File: config.mk
export PLATFORM = sky130hd
export DESIGN_NAME = servo_command_and_bang_bang_drive_flat
export DESIGN_NICKNAME = d
export VERILOG_FILES = /design/src/scbb_pkg.sv /design/src/scbb_if.sv /design/src/scbb_num_parser.sv /design/src/servo_command_and_bang_bang_drive.sv /design/src/flat_wrapper.sv
export SDC_FILE = /design/constraint.sdc
export NUM_CORES = 1
export LEC_CHECK = 0
export BUFFER_PORTS_ARGS = -buffer_cell sky130_fd_sc_hd__clkbuf_2
export CAP_MARGIN = 30
export CORE_ASPECT_RATIO = 1.75
export CORE_MARGIN = 5
export CORE_UTILIZATION = 64
export CTS_BUF_LIST = sky130_fd_sc_hd__clkbuf_2
export DETAILED_ROUTE_END_ITERATION = 16
export PLACE_DENSITY = 0.9
export SETUP_SLACK_MARGIN = 0.05
export SYNTH_ARGS = -nofsm -noshare
export SYNTH_HDL_FRONTEND = slang
export SYNTH_SLANG_ARGS = --single-unit
File: constraint.sdc
create_clock -name clk -period 6.5 [get_ports clk]
set_input_delay 0.975 -clock clk [delete_from_list [all_inputs] [get_ports clk]]
set_output_delay 0.975 -clock clk [all_outputs]
set_load 0.005 [all_outputs]
File: src/scbb_pkg.sv
// Shared types, codes and constants of the servo command and drive block.
`timescale 1ns / 1ps
package scbb_pkg;

  // Position converter width; only the low SAMPLE_BITS of a sample are kept
  localparam int SAMPLE_BITS = 12;
  localparam int POS_W = 12;
  localparam logic [POS_W-1:0] SAMPLE_MASK =
    (SAMPLE_BITS >= POS_W) ? {POS_W{1'b1}} : POS_W'((1 << SAMPLE_BITS) - 1);

  // Configuration register indexes
  localparam logic [2:0] REG_DEADBAND  = 3'd0;
  localparam logic [2:0] REG_ANGLE_MIN = 3'd1;
  localparam logic [2:0] REG_ANGLE_MAX = 3'd2;
  localparam logic [2:0] REG_LEVEL_MIN = 3'd3;
  localparam logic [2:0] REG_LEVEL_MAX = 3'd4;

  // Configuration reset values
  localparam logic [9:0]  DEADBAND_RST  = 10'd25;
  localparam logic [11:0] ANGLE_MIN_RST = 12'd200;
  localparam logic [11:0] ANGLE_MAX_RST = 12'd4000;
  localparam logic [9:0]  LEVEL_MIN_RST = 10'd100;
  localparam logic [9:0]  LEVEL_MAX_RST = 10'd990;

  // State reset values
  localparam logic [11:0] TARGET_RST = 12'd200;
  localparam logic [9:0]  LEVEL_RST  = 10'd900;

  // Item operations
  localparam logic OP_BYTE   = 1'b0;
  localparam logic OP_SAMPLE = 1'b1;

  // Reply kinds
  localparam logic [2:0] KIND_DRIVE    = 3'd0;
  localparam logic [2:0] KIND_ANGLE    = 3'd1;
  localparam logic [2:0] KIND_LEVEL    = 3'd2;
  localparam logic [2:0] KIND_REPORT   = 3'd3;
  localparam logic [2:0] KIND_ENABLED  = 3'd4;
  localparam logic [2:0] KIND_DISABLED = 3'd5;

  // Characters
  localparam logic [7:0] CH_DOLLAR  = 8'h24;
  localparam logic [7:0] CH_A       = 8'h41;
  localparam logic [7:0] CH_E       = 8'h45;
  localparam logic [7:0] CH_D       = 8'h44;
  localparam logic [7:0] CH_NL      = 8'h0A;
  localparam logic [7:0] CH_PLUS    = 8'h2B;
  localparam logic [7:0] CH_MINUS   = 8'h2D;
  localparam logic [7:0] CH_SPACE   = 8'h20;

  // Number parser phases
  localparam logic [1:0] PH_SKIP = 2'd0;
  localparam logic [1:0] PH_POS  = 2'd1;
  localparam logic [1:0] PH_NEG  = 2'd2;
  localparam logic [1:0] PH_DONE = 2'd3;

  localparam int LINE_HEAD = 4;

  // Control from the line tracker to one number parser
  typedef struct packed {
    logic step;    // a byte transfer is committed this cycle
    logic active;  // the byte lies inside this parser's field
    logic eol;     // the byte is the newline
  } parse_ctl_t;

endpackage

File: src/scbb_if.sv
// Input item and reply channel interfaces.
`timescale 1ns / 1ps
interface scbb_item_if;
  logic        valid;
  logic        ready;
  logic        operation;
  logic [7:0]  rx_byte;
  logic [11:0] position_sample;

  modport source (output valid, operation, rx_byte, position_sample, input ready);
  modport sink (input valid, operation, rx_byte, position_sample, output ready);
endinterface

interface scbb_reply_if;
  logic        valid;
  logic        ready;
  logic [2:0]  reply_kind;
  logic [11:0] reply_value;
  logic [9:0]  drive_fwd;
  logic [9:0]  drive_rev;

  modport source (output valid, reply_kind, reply_value, drive_fwd, drive_rev, input ready);
  modport sink (input valid, reply_kind, reply_value, drive_fwd, drive_rev, output ready);
endinterface

File: src/scbb_num_parser.sv
// Decimal number reader in the style of atoi, saturating at 16 bits.
`timescale 1ns / 1ps
module scbb_num_parser (
  input  logic                clk,
  input  logic                rst,
  input  scbb_pkg::parse_ctl_t ctl,
  input  logic [7:0]          ch,
  output logic [15:0]         value
);
  import scbb_pkg::*;

  logic [1:0]  phase;
  logic [1:0]  phase_next;
  logic [15:0] acc;
  logic [15:0] acc_next;
  logic        digit;
  logic        blank;
  logic [15:0] dval;
  logic [19:0] prod;
  logic [15:0] finished;

  // Character classes and the multiply-by-ten accumulate
  assign digit = (ch inside {[8'h30:8'h39]});
  assign blank = (ch == CH_SPACE) || (ch inside {[8'h09:8'h0D]});
  assign dval  = {12'd0, ch[3:0]};
  assign prod  = {1'b0, acc, 3'b000} + {3'b000, acc, 1'b0} + {4'd0, dval};

  // Value as seen at the end of the line: nonzero negative saturates
  assign finished = ((phase == PH_NEG) && (acc != 16'd0)) ? 16'hFFFF : acc;
  assign value    = finished;

  // Next phase and accumulator
  always_comb begin
    phase_next = phase;
    acc_next   = acc;
    if (ctl.eol) begin
      phase_next = PH_SKIP;
      acc_next   = 16'd0;
    end else if (ctl.active) begin
      case (phase)
        PH_SKIP: begin
          if (blank) begin
            phase_next = PH_SKIP;
          end else if (ch == CH_PLUS) begin
            phase_next = PH_POS;
          end else if (ch == CH_MINUS) begin
            phase_next = PH_NEG;
          end else if (digit) begin
            acc_next   = dval;
            phase_next = PH_POS;
          end else begin
            phase_next = PH_DONE;
          end
        end
        PH_POS, PH_NEG: begin
          if (digit) begin
            acc_next = (prod > 20'h0FFFF) ? 16'hFFFF : prod[15:0];
          end else begin
            acc_next   = finished;
            phase_next = PH_DONE;
          end
        end
        default: begin
          phase_next = phase;
        end
      endcase
    end
  end

  // Parser state
  always_ff @(posedge clk) begin
    if (rst) begin
      phase <= PH_SKIP;
      acc   <= 16'd0;
    end else if (ctl.step) begin
      phase <= phase_next;
      acc   <= acc_next;
    end
  end

endmodule

File: src/servo_command_and_bang_bang_drive.sv
// Top level: servo command line decoder and bang-bang H-bridge drive.
//
//   port      dir   kind          carries
//   item      in    valid/ready   operation, rx_byte, position_sample
//   reply     out   valid/ready   reply_kind, reply_value, drive_fwd, drive_rev
//   cfg_*     in    write only    cfg_we, cfg_index, cfg_data (12 bits)
//
// One item per cycle unless the reply stalls; an item goes through the input register,
// then one pass of decode, parse and compare into the reply register.
// The multiply-by-ten accumulate of the number parsers sets the critical path.
// Synchronous reset sets valid flags, controller state and configuration to defaults.
// A stalled reply holds the pipeline; items keep flowing while the reply slot drains.
`timescale 1ns / 1ps
module servo_command_and_bang_bang_drive (
  input  logic        clk,
  input  logic        rst,
  scbb_item_if.sink   item,
  scbb_reply_if.source reply,
  input  logic        cfg_we,
  input  logic [2:0]  cfg_index,
  input  logic [11:0] cfg_data
);
  import scbb_pkg::*;

  // Configuration
  logic [9:0]  deadband;
  logic [11:0] angle_min;
  logic [11:0] angle_max;
  logic [9:0]  level_min;
  logic [9:0]  level_max;

  // Input register
  logic        s1_valid;
  logic        s1_op;
  logic [7:0]  s1_byte;
  logic [11:0] s1_sample;
  logic        advance;

  // Controller state
  logic [11:0] target_angle;
  logic [9:0]  drive_level;
  logic        motion_enabled;
  logic [11:0] last_position;
  logic [2:0]  line_position;
  logic [7:0]  head_chars [LINE_HEAD];

  // Reply register
  logic        out_valid;
  logic [2:0]  out_kind;
  logic [11:0] out_value;
  logic [9:0]  out_fwd;
  logic [9:0]  out_rev;

  // Pass results
  logic        res_valid;
  logic [2:0]  res_kind;
  logic [11:0] res_value;
  logic [9:0]  res_fwd;
  logic [9:0]  res_rev;
  logic [11:0] target_next;
  logic [9:0]  level_next;
  logic        enabled_next;

  logic        byte_step;
  logic        is_nl;
  logic [7:0]  head_eff [LINE_HEAD];
  logic [11:0] pos;
  logic [12:0] hi_edge;
  logic [12:0] pos_plus_db;
  logic [15:0] angle_val;
  logic [15:0] level_val;
  logic [15:0] angle_lo;
  logic [15:0] level_lo;
  logic        d0;
  logic        d1;
  logic        d2;
  parse_ctl_t  angle_ctl;
  parse_ctl_t  level_ctl;

  // Configuration writes
  always_ff @(posedge clk) begin
    if (rst) begin
      deadband  <= DEADBAND_RST;
      angle_min <= ANGLE_MIN_RST;
      angle_max <= ANGLE_MAX_RST;
      level_min <= LEVEL_MIN_RST;
      level_max <= LEVEL_MAX_RST;
    end else if (cfg_we) begin
      case (cfg_index)
        REG_DEADBAND:  deadband  <= cfg_data[9:0];
        REG_ANGLE_MIN: angle_min <= cfg_data;
        REG_ANGLE_MAX: angle_max <= cfg_data;
        REG_LEVEL_MIN: level_min <= cfg_data[9:0];
        REG_LEVEL_MAX: level_max <= cfg_data[9:0];
        default: begin
        end
      endcase
    end
  end

  // Handshake: the pass commits when the reply slot is free or draining
  assign advance    = s1_valid && (!out_valid || reply.ready);
  assign item.ready = !s1_valid || advance;

  // Input register
  always_ff @(posedge clk) begin
    if (rst) begin
      s1_valid <= 1'b0;
    end else if (item.valid && item.ready) begin
      s1_valid <= 1'b1;
    end else if (advance) begin
      s1_valid <= 1'b0;
    end
  end

  always_ff @(posedge clk) begin
    if (item.valid && item.ready) begin
      s1_op     <= item.operation;
      s1_byte   <= item.rx_byte;
      s1_sample <= item.position_sample;
    end
  end

  // Number parsers: angle from the second byte on, level from the third
  assign byte_step = advance && (s1_op == OP_BYTE);
  assign is_nl     = (s1_byte == CH_NL);

  assign angle_ctl = '{step: byte_step, active: (line_position >= 3'd1), eol: is_nl};
  assign level_ctl = '{step: byte_step, active: (line_position >= 3'd2), eol: is_nl};

  scbb_num_parser u_angle_parser (
    .clk   (clk),
    .rst   (rst),
    .ctl   (angle_ctl),
    .ch    (s1_byte),
    .value (angle_val)
  );

  scbb_num_parser u_level_parser (
    .clk   (clk),
    .rst   (rst),
    .ctl   (level_ctl),
    .ch    (s1_byte),
    .value (level_val)
  );

  // Line head as it stands once the current byte is stored
  always_comb begin
    for (int i = 0; i < LINE_HEAD; i++) begin
      head_eff[i] = (line_position == 3'(i)) ? s1_byte : head_chars[i];
    end
  end

  assign d0 = (head_eff[0] == CH_DOLLAR);
  assign d1 = (head_eff[1] == CH_DOLLAR);
  assign d2 = (head_eff[2] == CH_DOLLAR);

  // Clamp: raise to the minimum, then lower to the maximum
  assign angle_lo = (angle_val < {4'd0, angle_min}) ? {4'd0, angle_min} : angle_val;
  assign level_lo = (level_val < {6'd0, level_min}) ? {6'd0, level_min} : level_val;

  // Window edges, kept unsigned: below window means pos + deadband < target
  assign pos         = s1_sample & SAMPLE_MASK;
  assign hi_edge     = {1'b0, target_angle} + {3'd0, deadband};
  assign pos_plus_db = {1'b0, pos} + {3'd0, deadband};

  // Decode one item into a reply and the next controller state
  always_comb begin
    res_valid    = 1'b0;
    res_kind     = KIND_DRIVE;
    res_value    = 12'd0;
    res_fwd      = 10'd0;
    res_rev      = 10'd0;
    target_next  = target_angle;
    level_next   = drive_level;
    enabled_next = motion_enabled;
    if (s1_op == OP_SAMPLE) begin
      if (motion_enabled) begin
        res_valid = 1'b1;
        if ({1'b0, pos} > hi_edge) begin
          res_fwd = drive_level;
        end else if (pos_plus_db < {1'b0, target_angle}) begin
          res_rev = drive_level;
        end
      end
    end else if (is_nl) begin
      if (d0 && !d1 && !d2) begin
        target_next = (angle_lo > {4'd0, angle_max}) ? angle_max : angle_lo[11:0];
        res_valid   = 1'b1;
        res_kind    = KIND_ANGLE;
        res_value   = target_next;
      end else if (d0 && d1 && !d2) begin
        level_next = (level_lo > {6'd0, level_max}) ? level_max : level_lo[9:0];
        res_valid  = 1'b1;
        res_kind   = KIND_LEVEL;
        res_value  = {2'd0, level_next};
      end else if (d0 && d1 && d2) begin
        if (head_eff[3] == CH_A) begin
          res_valid = 1'b1;
          res_kind  = KIND_REPORT;
          res_value = last_position;
        end else if (head_eff[3] == CH_E) begin
          enabled_next = 1'b1;
          res_valid    = 1'b1;
          res_kind     = KIND_ENABLED;
          res_value    = 12'd1;
        end else if (head_eff[3] == CH_D) begin
          enabled_next = 1'b0;
          res_valid    = 1'b1;
          res_kind     = KIND_DISABLED;
        end
      end
    end
  end

  // Controller state
  always_ff @(posedge clk) begin
    if (rst) begin
      target_angle   <= TARGET_RST;
      drive_level    <= LEVEL_RST;
      motion_enabled <= 1'b0;
      last_position  <= 12'd0;
      line_position  <= 3'd0;
      for (int i = 0; i < LINE_HEAD; i++) begin
        head_chars[i] <= 8'd0;
      end
    end else if (advance) begin
      target_angle   <= target_next;
      drive_level    <= level_next;
      motion_enabled <= enabled_next;
      if (s1_op == OP_SAMPLE) begin
        last_position <= pos;
      end else begin
        if (line_position < 3'(LINE_HEAD)) begin
          head_chars[line_position[1:0]] <= s1_byte;
        end
        if (is_nl) begin
          line_position <= 3'd0;
        end else if (line_position < 3'(LINE_HEAD)) begin
          line_position <= line_position + 3'd1;
        end
      end
    end
  end

  // Reply register
  always_ff @(posedge clk) begin
    if (rst) begin
      out_valid <= 1'b0;
    end else if (advance) begin
      out_valid <= res_valid;
    end else if (reply.ready) begin
      out_valid <= 1'b0;
    end
  end

  always_ff @(posedge clk) begin
    if (advance) begin
      out_kind  <= res_kind;
      out_value <= res_value;
      out_fwd   <= res_fwd;
      out_rev   <= res_rev;
    end
  end

  assign reply.valid       = out_valid;
  assign reply.reply_kind  = out_kind;
  assign reply.reply_value = out_value;
  assign reply.drive_fwd   = out_fwd;
  assign reply.drive_rev   = out_rev;

  // Checks
  a_one_channel: assert property (@(posedge clk) disable iff (rst)
    (out_valid && (out_kind == KIND_DRIVE)) |-> ((out_fwd == 10'd0) || (out_rev == 10'd0)))
    else $error("both bridge channels driven");

  a_quiet_drive: assert property (@(posedge clk) disable iff (rst)
    (out_valid && (out_kind != KIND_DRIVE)) |-> ((out_fwd == 10'd0) && (out_rev == 10'd0)))
    else $error("drive duty on a command reply");

  a_line_sat: assert property (@(posedge clk) disable iff (rst)
    line_position <= 3'(LINE_HEAD))
    else $error("line position beyond head");

  a_nl_rewind: assert property (@(posedge clk) disable iff (rst)
    (byte_step && is_nl) |=> (line_position == 3'd0))
    else $error("newline did not rewind line position");

endmodule

File: src/flat_wrapper.sv
// flat-port wrapper written by rule: the top's interface ports become plain ports
module servo_command_and_bang_bang_drive_flat import scbb_pkg::*;
  (clk, rst, cfg_we, cfg_index, cfg_data, item_valid, item_operation, item_rx_byte, item_position_sample, item_ready, reply_valid, reply_reply_kind, reply_reply_value, reply_drive_fwd, reply_drive_rev, reply_ready);
  scbb_item_if item_i ();
  scbb_reply_if reply_i ();
  input  logic clk;
  input  logic rst;
  input  logic cfg_we;
  input  logic [2:0] cfg_index;
  input  logic [11:0] cfg_data;
  input wire logic [$bits(item_i.valid)-1:0] item_valid;
  input wire logic [$bits(item_i.operation)-1:0] item_operation;
  input wire logic [$bits(item_i.rx_byte)-1:0] item_rx_byte;
  input wire logic [$bits(item_i.position_sample)-1:0] item_position_sample;
  output wire logic [$bits(item_i.ready)-1:0] item_ready;
  output wire logic [$bits(reply_i.valid)-1:0] reply_valid;
  output wire logic [$bits(reply_i.reply_kind)-1:0] reply_reply_kind;
  output wire logic [$bits(reply_i.reply_value)-1:0] reply_reply_value;
  output wire logic [$bits(reply_i.drive_fwd)-1:0] reply_drive_fwd;
  output wire logic [$bits(reply_i.drive_rev)-1:0] reply_drive_rev;
  input wire logic [$bits(reply_i.ready)-1:0] reply_ready;
  assign item_i.valid = item_valid;
  assign item_i.operation = item_operation;
  assign item_i.rx_byte = item_rx_byte;
  assign item_i.position_sample = item_position_sample;
  assign item_ready = item_i.ready;
  assign reply_valid = reply_i.valid;
  assign reply_reply_kind = reply_i.reply_kind;
  assign reply_reply_value = reply_i.reply_value;
  assign reply_drive_fwd = reply_i.drive_fwd;
  assign reply_drive_rev = reply_i.drive_rev;
  assign reply_i.ready = reply_ready;
  servo_command_and_bang_bang_drive u_core (.clk(clk), .rst(rst), .item(item_i), .reply(reply_i), .cfg_we(cfg_we), .cfg_index(cfg_index), .cfg_data(cfg_data));
endmodule
; ---- Word-level counts from Yosys, hierarchy flattened
; Memory sizes are Yosys's and may differ from the RTL's.
; Cells that the tools add are included.
[word_totals]
mem_bits_rw = 32
out_inout_bits = 37
in_bits = 41
regBits = 186
word_cells = 215
memories = 1
[memory_table]
columns = memory, words, word_bits, read_ports, rd_ports_with_merged_regs, wr, line_no
row1 = u_core.head_chars, 4, 8, 4, 0, 4, servo_command_and_bang_bang_drive.sv:45  ; logic [7:0] head_chars [LINE_HEAD];
[classes]
reduce_logical = 55
n_bitwise = 8
addsub = 7
muxes = 73
n_eq_ne = 31
order_cmp = 15
[ops]
columns = cell, count
row1 = 16-bit two-way mux, 16
row2 = 16-bit case mux with 2 select lines, 2
row3 = 12-bit two-way mux, 5
row4 = 8-bit by 6-bit equality test with 1-bit output (second input constant), 6
row5 = 19-bit by 17-bit adder with 20-bit output, 2
row6 = 20-bit by 4-bit adder with 20-bit output, 2
row7 = 20-bit by 16-bit greater-than comparator with 1-bit output (second input constant), 2
row8 = 8-bit two-way mux, 5
row9 = 16-bit nonzero test, 2
row10 = 3-bit by 2-bit inequality test with 1-bit output (second input constant), 9
row11 = 12-bit by 10-bit adder with 13-bit output, 2
row12 = 2-bit two-way mux, 13
row13 = 1-bit two-way mux, 25
row14 = 8-bit by 7-bit equality test with 1-bit output (second input constant), 3
row15 = 16-bit by 10-bit greater-than comparator with 1-bit output, 1
row16 = 16-bit by 12-bit greater-than comparator with 1-bit output, 1
row17 = 16-bit by 10-bit < comparator with 1-bit output, 1
row18 = 16-bit by 12-bit < comparator with 1-bit output, 1
row19 = 7-bit AND reduction, 2
row20 = 12-bit by 13-bit greater-than comparator with 1-bit output, 1
row21 = 13-bit by 12-bit < comparator with 1-bit output, 1
row22 = 3-bit by 2-bit equality test with 1-bit output (second input constant), 4
row23 = 1-bit logical AND, 12
row24 = 3-bit two-way mux, 4
row25 = 33 further kinds, 67

; ---- Logic depth before layout (Yosys ltp)
; Gate-level depths: netlist (run 1).
[logic_depth]
word_depth = 12
mapped_depth = 24
ltp_nobuf = 20

; ---- By module
; A second synthesis (run 1) with hierarchy kept.
[hier_totals]
cells_unflattened = 1611
hier_area_um2 = 14654.1
[modules_own_cells]
columns = mod, cells_each, area_per_inst_um2, seq_area_each_um2, n_inst
row1 = servo_command_and_bang_bang_drive, 1047, 10167.3, 4524.3, 1
row2 = scbb_num_parser at u_core.u_angle_parser, 291, 2349.8, 360.3, 1
row3 = scbb_num_parser at u_core.u_level_parser, 273, 2137.0, 360.3, 1

; ---- Worst setup path after synthesis (run 1)
; No wires, ideal clock.
[synth_path]
path_kind = reg2reg
start = register u_core.u_angle_parser.acc[12]
end = register u_core.out_value[0], in the netlist u_core.reply.reply_value[0], data pin
path_stages_with_launch = 25
required_ns = 6.244
period_less_slack_ns = 5.320
path_buffers = 4
setup_slack_ns = 1.180
arrival_ns = 5.064
setup_ns = 0.256
cell_sequence = dfxtp_1 or4_1 nand4b_1 and2_1 nor2_1 inv_1 ha_1 a21o_1 a21o_1 a21oi_1 o211a_1 buf_2 buf_1 a21o_1 a21boi_0 ha_1 a21oi_1 o21ai_0 a2111o_1 o21ai_0 and2_1 clkbuf_1 clkbuf_1 a31oi_1 o22a_1
[synth_via]
elab_chain_len = 8
[synth_rtl]
columns = element, line_no
row1 = start: declaration, scbb_num_parser.sv:14  ; logic [15:0] acc;
row2 = start signal: assignment, scbb_num_parser.sv:77  ; acc <= acc_next;
row3 = 16-bit nonzero test, scbb_num_parser.sv:29  ; assign finished = ((phase == PH_NEG) && (acc != 16'd0)) ? 16'hFFFF : acc;
row4 = 1-bit logical AND, scbb_num_parser.sv:29
row5 = 16-bit two-way mux *, scbb_num_parser.sv:29
row6 = 16-bit by 12-bit < comparator with 1-bit output, servo_command_and_bang_bang_drive.sv:159  ; assign angle_lo = (angle_val < {4'd0, angle_min}) ? {4'd0, angle_min} : angle_val;
row7 = 16-bit two-way mux *, servo_command_and_bang_bang_drive.sv:159
row8 = 16-bit by 12-bit greater-than comparator with 1-bit output, servo_command_and_bang_bang_drive.sv:188  ; target_next = (angle_lo > {4'd0, angle_max}) ? angle_max : angle_lo[11:0];
row9 = 12-bit two-way mux *, servo_command_and_bang_bang_drive.sv:188
row10 = 12-bit two-way mux *, servo_command_and_bang_bang_drive.sv:187  ; if (d0 && !d1 && !d2) begin
row11 = end signal: assignment, servo_command_and_bang_bang_drive.sv:260  ; out_value <= res_value;
row12 = end: declaration, servo_command_and_bang_bang_drive.sv:50  ; logic [11:0] out_value;
; Every way passes the cells marked *; elsewhere a longest branch is shown, timed or not.
; A chain may end at the register's enable or synchronous reset.

; ---- Final worst setup path (run 1)
[layout_path]
start = register u_core.u_level_parser.acc[4]
end = register u_core.out_value[6], in the netlist u_core.reply.reply_value[6], data pin
[layout_via]
elab_chain_len = 9
[layout_rtl]
columns = element, line_no
row1 = start: declaration, scbb_num_parser.sv:14
row2 = start signal: assignment, scbb_num_parser.sv:77
row3 = 16-bit nonzero test, scbb_num_parser.sv:29
row4 = 1-bit logical AND, scbb_num_parser.sv:29
row5 = 16-bit two-way mux *, scbb_num_parser.sv:29
row6 = 16-bit by 10-bit < comparator with 1-bit output, servo_command_and_bang_bang_drive.sv:160  ; assign level_lo = (level_val < {6'd0, level_min}) ? {6'd0, level_min} : level_val;
row7 = 16-bit two-way mux *, servo_command_and_bang_bang_drive.sv:160
row8 = 16-bit by 10-bit greater-than comparator with 1-bit output, servo_command_and_bang_bang_drive.sv:193  ; level_next = (level_lo > {6'd0, level_max}) ? level_max : level_lo[9:0];
row9 = 10-bit two-way mux *, servo_command_and_bang_bang_drive.sv:193
row10 = 12-bit two-way mux *, servo_command_and_bang_bang_drive.sv:192  ; end else if (d0 && d1 && !d2) begin
row11 = 12-bit two-way mux *, servo_command_and_bang_bang_drive.sv:187
; Marks and branches as above.

==> results of run 1 <==
synth_stat cells (all sizes together), types with 10 or more instances:
| library cell | instances |
|---|---|
| nor2 | 101 |
| buf | 19 |
| mux2i | 10 |
| a21o | 33 |
| nor4b | 20 |
| a211oi | 23 |
| clkbuf | 49 |
| o211ai | 49 |
| ha | 158 |
| nor2b | 17 |
| a311oi | 14 |
| inv | 93 |
| nand4 | 23 |
| nor4 | 24 |
| nor3 | 34 |
| xnor2 | 22 |
| o21a | 13 |
| and2 | 49 |
| nand2b | 39 |
| nand2 | 202 |
| dfxtp | 130 |
| a31oi | 24 |
| edfxtp | 88 |
| nand3 | 54 |
| o21ai | 62 |
| o21bai | 10 |
| and3 | 21 |
| a21oi | 139 |
critical path, stage by stage (launching register included):
cell and delay [ps]:
dfxtp_1 370, nor4_1 420, a41o_2 410, nand2b_1 150
ha_1 330, a21oi_1 150, a21boi_0 110, o41ai_1 370
o2111ai_2 400, mux2_2 450, ha_1 310, nand3_1 80
or2_2 320, or3_1 400, a21boi_1 360, and2_1 600
a21oi_1 190, a2111oi_2 330
what timing repair did:
item / CTS / global route
resized for setup: 0 / 2
buffers inserted: 0 / 0
setup endpoints to repair: 0 / 17
hold endpoints to repair: 0 / 0
metal layers:
metal | vias up | global-route usage | share of wire
li1 | 6265 | - | -
met4 | 0 | 0.298 | 0.11
met1 | 6167 | 0.328 | 0.33
met2 | 614 | 0.579 | 0.50
met3 | 256 | 0.0596 | 0.065
met5 | - | 0 | 0
stage by stage:
step / instance area, sq um / hold slack (ps) / cells / worst slack, ps / util
6_report: 15600 / 240 / 2064 / 495 / 0.690
5_1_grt: 15600 / 175 / 2064 / 109 / 0.690
4_1_cts: 15600 / 165 / 2063 / 451 / 0.690
3_5_place_dp: 15100 / 451 / 1974 / 502 / 0.670
3_3_place_gp: 15100 / 444 / 1974 / 663 / 0.670
2_1_floorplan: 14500 / 436 / 1654 / 1180 / -
area by class of cell:
class | count | area [sq um] | area share
tap | 300 | 375 | 0.0241
timing repair buffer | 88 | 468 | 0.0301
clock buffer | 64 | 320 | 0.0206
sequential | 218 | 5250 | 0.337
inverter | 94 | 353 | 0.0227
clock inverter | 25 | 138 | 0.00884
multi-input combinational | 1274 | 8670 | 0.557
antenna | 1 | 2.50 | 0.000161
report_power, final:
group	switching (mW)	internal (mW)
sequential	0.0393	1.45
combinational	0.154	0.0883
clock	0.579	0.317
path summary, 6_finish.rpt:
kind | slack, ps | endpoint | start
worst max-delay path | 500 | u_core.reply.reply_value[6] | u_core.u_level_parser.acc[4]
worst min-delay path | 240 | u_core.s1_byte[5] | item_rx_byte[5]
worst max register to register | 500 | u_core.reply.reply_value[6] | u_core.u_level_parser.acc[4]
worst min register to register | 460 | u_core.angle_min[8] | u_core.angle_min[8]
logic make-up after synthesis:
logic type,synth area share
and+or+nand+nor,0.214
xor gates and xnor gates,0.0187
AOI/OAI and AO/OA,0.205
muxes,0.0138
buffers and inverters,0.0439
DFF,0.361
adders and majority gates,0.144
==> results.toml, run 1 <==
[synthesis]
yosys-top-cells-area = "edfxtp_1, dfxtp_1, ha_1, nand2_1, a21oi_1"
seq_area_frac_synth = 0.361
yosys_most_used_dff = "dfxtp_1"
synth.distinct_cells = 86
synth_top_cell_area_share = 0.182
synth_largest_area_cell = "edfxtp_1"
synthCells = 1654
yosysWarnings = 0
synth_nets = 1859
synth_seq_cells = 218
synth_edf_count = 88
syn_area_per_cell_sq_um = 8.79
async_flop_share = 0
synth_area_sq_um = 14500

[sta]
drv_slew = 0
hold_viol = 0
clock.fmax_mhz = 167
fin_setup_tns_ps = 0
setup_viol = 0
period_minus_slack_ps = 6000
timing.final.crit_share = 0.924
grt_setup_unrepaired = "no"
worst_pin_slew_ps = 1080
maxSlewHeadroom = 0.260
skew_ps = 99.8

[floorplanning]
io-pin-count = 78
rows = 73
dieArea_sq_um = 26000
die_width_um = 124
start_util = 0.645
die_y_um = 209
coreArea_sq_um = 22600

[cts]
cts.htree.levels = 2
path_clk_slew_ps = 130
clock_latency_ps = 920
cts_tree = "done"
cts_num_sinks = 218
holdBufCountCts = 0
cts_max_path_buffers = 3
cts_root_buf = "clkbuf_2"
numCtsBuffers = 49

[drt]
dr.pass1.iters = 6
drt_wl_total_um = 43400
viasPerCell = 6.44
wl_per_cell_um = 21.0
route.vias.total = 13300
final_antenna_net_count = 0
drtIter0Drc = 1064
drc_errors = 0

[global_routing]
grt_pass1_wl_um = 67500
globalRouteOverflowTotal = 0
antenna_found_initial = 1
grt_use_total = 0.334
grt_max_degree = 91
grt_pass1_vias = 13300

[final_layout]
layout_common_cells = "nand2_1, ha_1, clkbuf_2"
layout_commonest_cell = "nand2_1"
finalNetCount = 1930
top_regs = "u_core.head_chars: 32 flops, u_core.u_angle_parser.acc: 16 flops, u_core.u_level_parser.acc: 16 flops"
regMostFlops = "u_core.head_chars"
syn_to_final_growth_pct = 7.02
n_fill_cell = 1841
largest_reg_flops = 32
drive_gt1_frac = 0.111

[placed_design]
place_congestion = 0.995
port-buffer-count = 77
dpl.hpwl_um = 33200

[worst_setup_path]
startpoint_type = "flop"
arrival_ps = 6680
required_ps = 7170
critical_path_class = "reg2reg"
rr_worst_depth = 17
end_kind = "flop"
crit_path_max_fanout = 19

[power]
powerDensity_nw_per_um2 = 169
finalPower_mw = 2.63
p_leak_nw = 6.70
peakVddDrop_uv = 95.7

[run]
cap_violations = 0

[run_status]
run_status = "completed"

[worst_hold_path]
hold_class = "in2reg"
holdPathStages = 1
Note: power is estimated with default switching activity, not from simulation.
==> run 2: changes to the inputs <==
- CELL_PAD_IN_SITES_DETAIL_PLACEMENT: default -> 0
- CELL_PAD_IN_SITES_GLOBAL_PLACEMENT: default -> 1
- CORE_UTILIZATION: 64 -> 49
- PLACE_DENSITY: 0.9 -> 0.89
==> run 2 against run 1 <==
Sequential cell count is the same. Final cell count grew 4.3%. Worst setup slack gained 110 ps. Via count shrank 1.6%. Global-route usage shrank 6.9 points. Critical path depth is the same. First-iteration DRC count shrank 22%. Combinational power is essentially flat. Critical endpoint is now u_core.reply.reply_value[3].
==> results.toml, run 2 (synthesis gave the netlist of run 1 again) <==
[cts]
cts_num_sinks = 218
clock_latency_ps = 900
postCtsSetupBuffers = 0
numCtsBuffers = 51
holdBufCountCts = 0
cts_root_buf = "clkbuf_2"
cts_tree = "done"
path_clk_slew_ps = 120
cts.htree.levels = 2
cts.repair.resized = 0
cts_max_path_buffers = 3

[worst_setup_path]
rr_worst_depth = 17
end_kind = "flop"
worst_path_most_repeated_cell = "ha_1"
crit_path_max_fanout = 13
arrival_ps = 6460
critical_path_class = "reg2reg"
slowest_stage = "a2111oi_1"
required_ps = 7060
startpoint_type = "flop"
crit_chain = "nor4_1, a41o_2, nand2b_1, ha_1, a21oi_1, a21boi_0, o41ai_1, o2111ai_2, mux2_2, ha_1, nand2_1, or2_2, or3_1, a21boi_1, nand2_2, a2111oi_1, a2111oi_2"
crit_path_max_incr_delay_ps = 530

[sta]
fin_setup_tns_ps = 0
skew_ps = 64.7
timing.final.crit_share = 0.907
period_minus_slack_ps = 5890
worst_pin_slew_ps = 991
clock.fmax_mhz = 170
grt_setup_unrepaired = "no"
maxSlewHeadroom = 0.339
drv_slew = 0
hold_viol = 0
setup_viol = 0

[global_routing]
grt_pass1_vias = 13000
grt_max_degree = 49
globalRouteOverflowTotal = 0
grt_pass1_wl_um = 69800
antenna_found_initial = 1
grt_use_total = 0.265

[final_layout]
syn_to_final_growth_pct = 7.97
largest_reg_flops = 32
layout_commonest_cell = "nand2_1"
finalNetCount = 1933
regMostFlops = "u_core.head_chars"
drive_gt1_frac = 0.114
top_regs = "u_core.head_chars: 32 flops, u_core.u_angle_parser.acc: 16 flops, u_core.u_level_parser.acc: 16 flops"
n_fill_cell = 2808
layout_common_cells = "nand2_1, ha_1, clkbuf_2"

[drt]
drtIter0Drc = 834
dr.pass1.iters = 5
final_antenna_net_count = 0
drc_errors = 0
viasPerCell = 6.08
route.vias.total = 13100
drt_wl_total_um = 45500
wl_per_cell_um = 21.1

[floorplanning]
io-pin-count = 78
rows = 83
die_width_um = 140
coreArea_sq_um = 29400
dieArea_sq_um = 33400
die_y_um = 238
start_util = 0.495

[placed_design]
dpl.hpwl_um = 35500
place_congestion = 0.962
port-buffer-count = 77

[worst_hold_path]
holdPathStages = 1
hold_class = "in2reg"

[power]
swShare = 0.294
seqPwrFrac = 0.562
powerDensity_nw_per_um2 = 169
p_int_mw = 1.88
switching_power_uw = 783
p_leak_nw = 6.72
clock_power_share = 0.347
combPwrFrac = 0.091
peakVddDrop_uv = 119
finalPower_mw = 2.66

[run]
cap_violations = 0

[run_status]
run_status = "completed"
## run 2: cell count changes in the layout (fill, tap and decap cells not counted), moves of 2 or more
cell	change
and2_1	-2
clkinv_2	-2
clkbuf_2	+4
and2_2	+2
clkinv_1	+3
## run 2: through the flow
step                      cells  instance area [sq um]  hold WS [ps]  setup slack (ps)   util
final                      2152                  15700           249               607  0.534
after global routing       2152                  15700           179               217  0.534
after CTS                  2151                  15700           176               424  0.534
after detailed placement   2057                  15200           448               464  0.518
after global placement     2054                  15200           444               619  0.517
after floorplan            1654                  14500           436              1180      -
## run 2: routing by layer
| metal | up-vias | global-route usage | routed length (um) | share of wire |
|---|---|---|---|---|
| li1 | 6280 | - | - | - |
| met3 | 155 | 0.0325 | 1860 | 0.041 |
| met2 | 429 | 0.507 | 24400 | 0.54 |
| met5 | - | 0 | 0 | 0 |
| met4 | 0 | 0.182 | 3520 | 0.077 |
| met1 | 6227 | 0.258 | 15700 | 0.35 |
## run 2: power by group through the flow
stage / Sequential (mW) / Combinational [mW] / Clock [mW]
final: 1.49 / 0.243 / 0.923
after global routing: 1.50 / 0.267 / 1.01
after CTS: 1.49 / 0.242 / 0.946
after detailed placement: 1.52 / 0.241 / 0
after global placement: 1.52 / 0.235 / 0
after floorplan: 1.50 / 0.159 / 0
## run 2: critical path: cells and delay by family, from the launching register on
family / cells / cell delay [ps]
compound gates: 8 / 2460
mux: 1 / 440
simple gates: 6 / 1610
flops: 1 / 390
fa+ha+maj: 2 / 650
## run 2: cell type report
type | instances | area, sq um | area share
multi-input cells | 1274 | 8670 | 0.552
flip-flops and latches | 218 | 5250 | 0.334
well taps | 382 | 478 | 0.0304
repair buffers | 89 | 474 | 0.0302
inverters | 94 | 353 | 0.0225
clock buffers | 68 | 340 | 0.0217
clock inverters | 26 | 140 | 0.00892
diodes | 1 | 2.50 | 0.000159
## run 2: path summary, 6_finish.rpt
check	start	endpoint	slack [ps]
setup / recovery	u_core.u_level_parser.acc[8]	u_core.reply.reply_value[3]	610
hold / removal	item_rx_byte[1]	u_core.s1_byte[1]	250
setup reg to reg	u_core.u_level_parser.acc[8]	u_core.reply.reply_value[3]	610
hold reg to reg	u_core.angle_min[10]	u_core.angle_min[10]	460
==> run 3: changes to the inputs <==
- PLACE_DENSITY: 0.89 -> default
- PLACE_DENSITY_LB_ADDON: default -> 0.1
- clock period: 6.5 -> 6.7 ns (I/O delays scaled with it)
==> run 3 against run 2 <==
First-iteration DRC count fell by 33%. Via count fell by 2.0%. Die area is the same. Cell area is 0.26% higher. Critical path depth is 2 higher. Total power down 3.8%. Largest cell class unchanged.
==> results.toml, run 3 (synthesis gave the netlist of run 1 again) <==
[cts]
cts_root_buf = "clkbuf_2"
cts.htree.levels = 2
numCtsBuffers = 54
cts_max_path_buffers = 3
cts_tree = "done"
postCtsSetupBuffers = 0
path_clk_slew_ps = 110
clock_latency_ps = 940
cts_num_sinks = 218

[global_routing]
antenna_found_initial = 1
grt_pass1_wl_um = 70500
grt_use_total = 0.269
grt_pass1_vias = 12900
grt_max_degree = 66
globalRouteOverflowTotal = 0

[drt]
viasPerCell = 5.94
drc_errors = 0
dr.pass1.iters = 5
drt_wl_total_um = 45800
highest_layer = "met4"
wl_met3_um = 1520
final_antenna_net_count = 0
wl_met2_um = 23900
wl_met1_um = 17000
wl_per_cell_um = 21.2
drtIter0Drc = 559
route.vias.total = 12800

[worst_hold_path]
hold_path.startpoint = "item_rx_byte[0]"
hold_class = "in2reg"

[final_layout]
syn_to_final_growth_pct = 8.25
largest_reg_flops = 32
top_regs = "u_core.head_chars: 32 flops, u_core.u_angle_parser.acc: 16 flops, u_core.u_level_parser.acc: 16 flops"
layout_commonest_cell = "nand2_1"
layout_common_cells = "nand2_1, ha_1, clkbuf_2"
finalNonFillerCells = 2161
drive_gt1_frac = 0.116
layout.area.seq_sq_um = 5250
multiInputGateArea_sq_um = 8670
n_fill_cell = 2906
regMostFlops = "u_core.head_chars"
finalNetCount = 1941

[floorplanning]
die_y_um = 238
io-pin-count = 78
dieArea_sq_um = 33400
coreArea_sq_um = 29400
rows = 83
start_util = 0.495
die_width_um = 140

[power]
p_leak_nw = 6.76
peakVddDrop_uv = 106
finalPower_mw = 2.56
powerDensity_nw_per_um2 = 163

[worst_setup_path]
reg2reg_from = "u_core.u_angle_parser.acc[12]"
critical_path_class = "reg2reg"
arrival_ps = 6910
end_kind = "flop"
startpoint_type = "flop"
startpoint = "u_core.u_angle_parser.acc[12]"
required_ps = 7440
crit_path_max_fanout = 19

[run_status]
run_status = "completed"

[sta]
maxSlewHeadroom = 0.354
timing.final.crit_share = 0.922
grt_setup_unrepaired = "no"
fin_setup_tns_ps = 0
worst_pin_slew_ps = 945
clock.fmax_mhz = 162
hold_viol = 0
period_minus_slack_ps = 6180
skew_ps = 101
setup_viol = 0
drv_slew = 0
hold-worst-slack_ps = 248

[placed_design]
place_inst = 2062
dpl.hpwl_um = 35800
port-buffer-count = 77
place_congestion = 0.982

[run]
cap_violations = 0
## run 3: cell types whose count changed in the layout (fill, tap and decap cells not counted), sizes merged
| cell | change |
|---|---|
| buf | +5 |
| clkbuf | +4 |
| clkinvlp | -1 |
| bufinv | -1 |
| clkinv | +1 |
| inv | +1 |
## run 3: path summary, 6_finish.rpt
check             cells after the start                          end  slack [ps]
setup / recovery                     19  u_core.reply.reply_value[3]         520
hold / removal                        1            u_core.s1_byte[0]         250
setup reg to reg                     19  u_core.reply.reply_value[3]         520
hold reg to reg                       2         u_core.angle_min[10]         460
## run 3: area by class of cell
class	count	area share
multi-input cells	1274	0.550
diodes	1	0.000159
well taps	382	0.0304
clock inverters	26	0.00715
flip-flops and latches	218	0.333
clock buffers	72	0.0229
repair buffers	94	0.0335
inverters	94	0.0224
## run 3: per-layer routing
metal  GRT usage  up-vias
met4       0.177        0
li1            -     6297
met1       0.278     6075
met2       0.501      314
met3      0.0331      144
met5           0        -
## run 3: critical path: stages (launching register included)
cell       delay (ps)
dfxtp_1           350
or4_1             570
nand4b_1          240
nand2_1           270
nand2b_1          140
ha_1              310
a21o_1            160
a21o_1            170
a21oi_1           190
o211a_1           500
nand3_1           170
and2_1            180
ha_1              300
a21oi_1           200
o21ai_0           170
a2111o_1          400
o21ai_0           350
and2_1            630
a31oi_1           310
a2111oi_2         400
## run 3: report_power, final
part,switching [mW],leakage (nW),internal [mW]
Clock,0.573,0.355,0.302
Sequential,0.0337,1.94,1.41
Combinational,0.154,4.46,0.0865
Total,0.760,6.76,1.80
## run 3: per-stage QoR
stage               utilization  area, sq um  worst slack [ps]
finish                    0.536        15700               522
global placement          0.518        15200               572
global route              0.536        15700              54.9
CTS                       0.536        15700               482
floorplan                     -        14500              1380
detailed placement        0.520        15300               556
## run 3: repair_timing
action,in CTS,in global routing
hold buffers,0,0
gates resized for setup,0,1
endpoints found under the setup margin,0,1
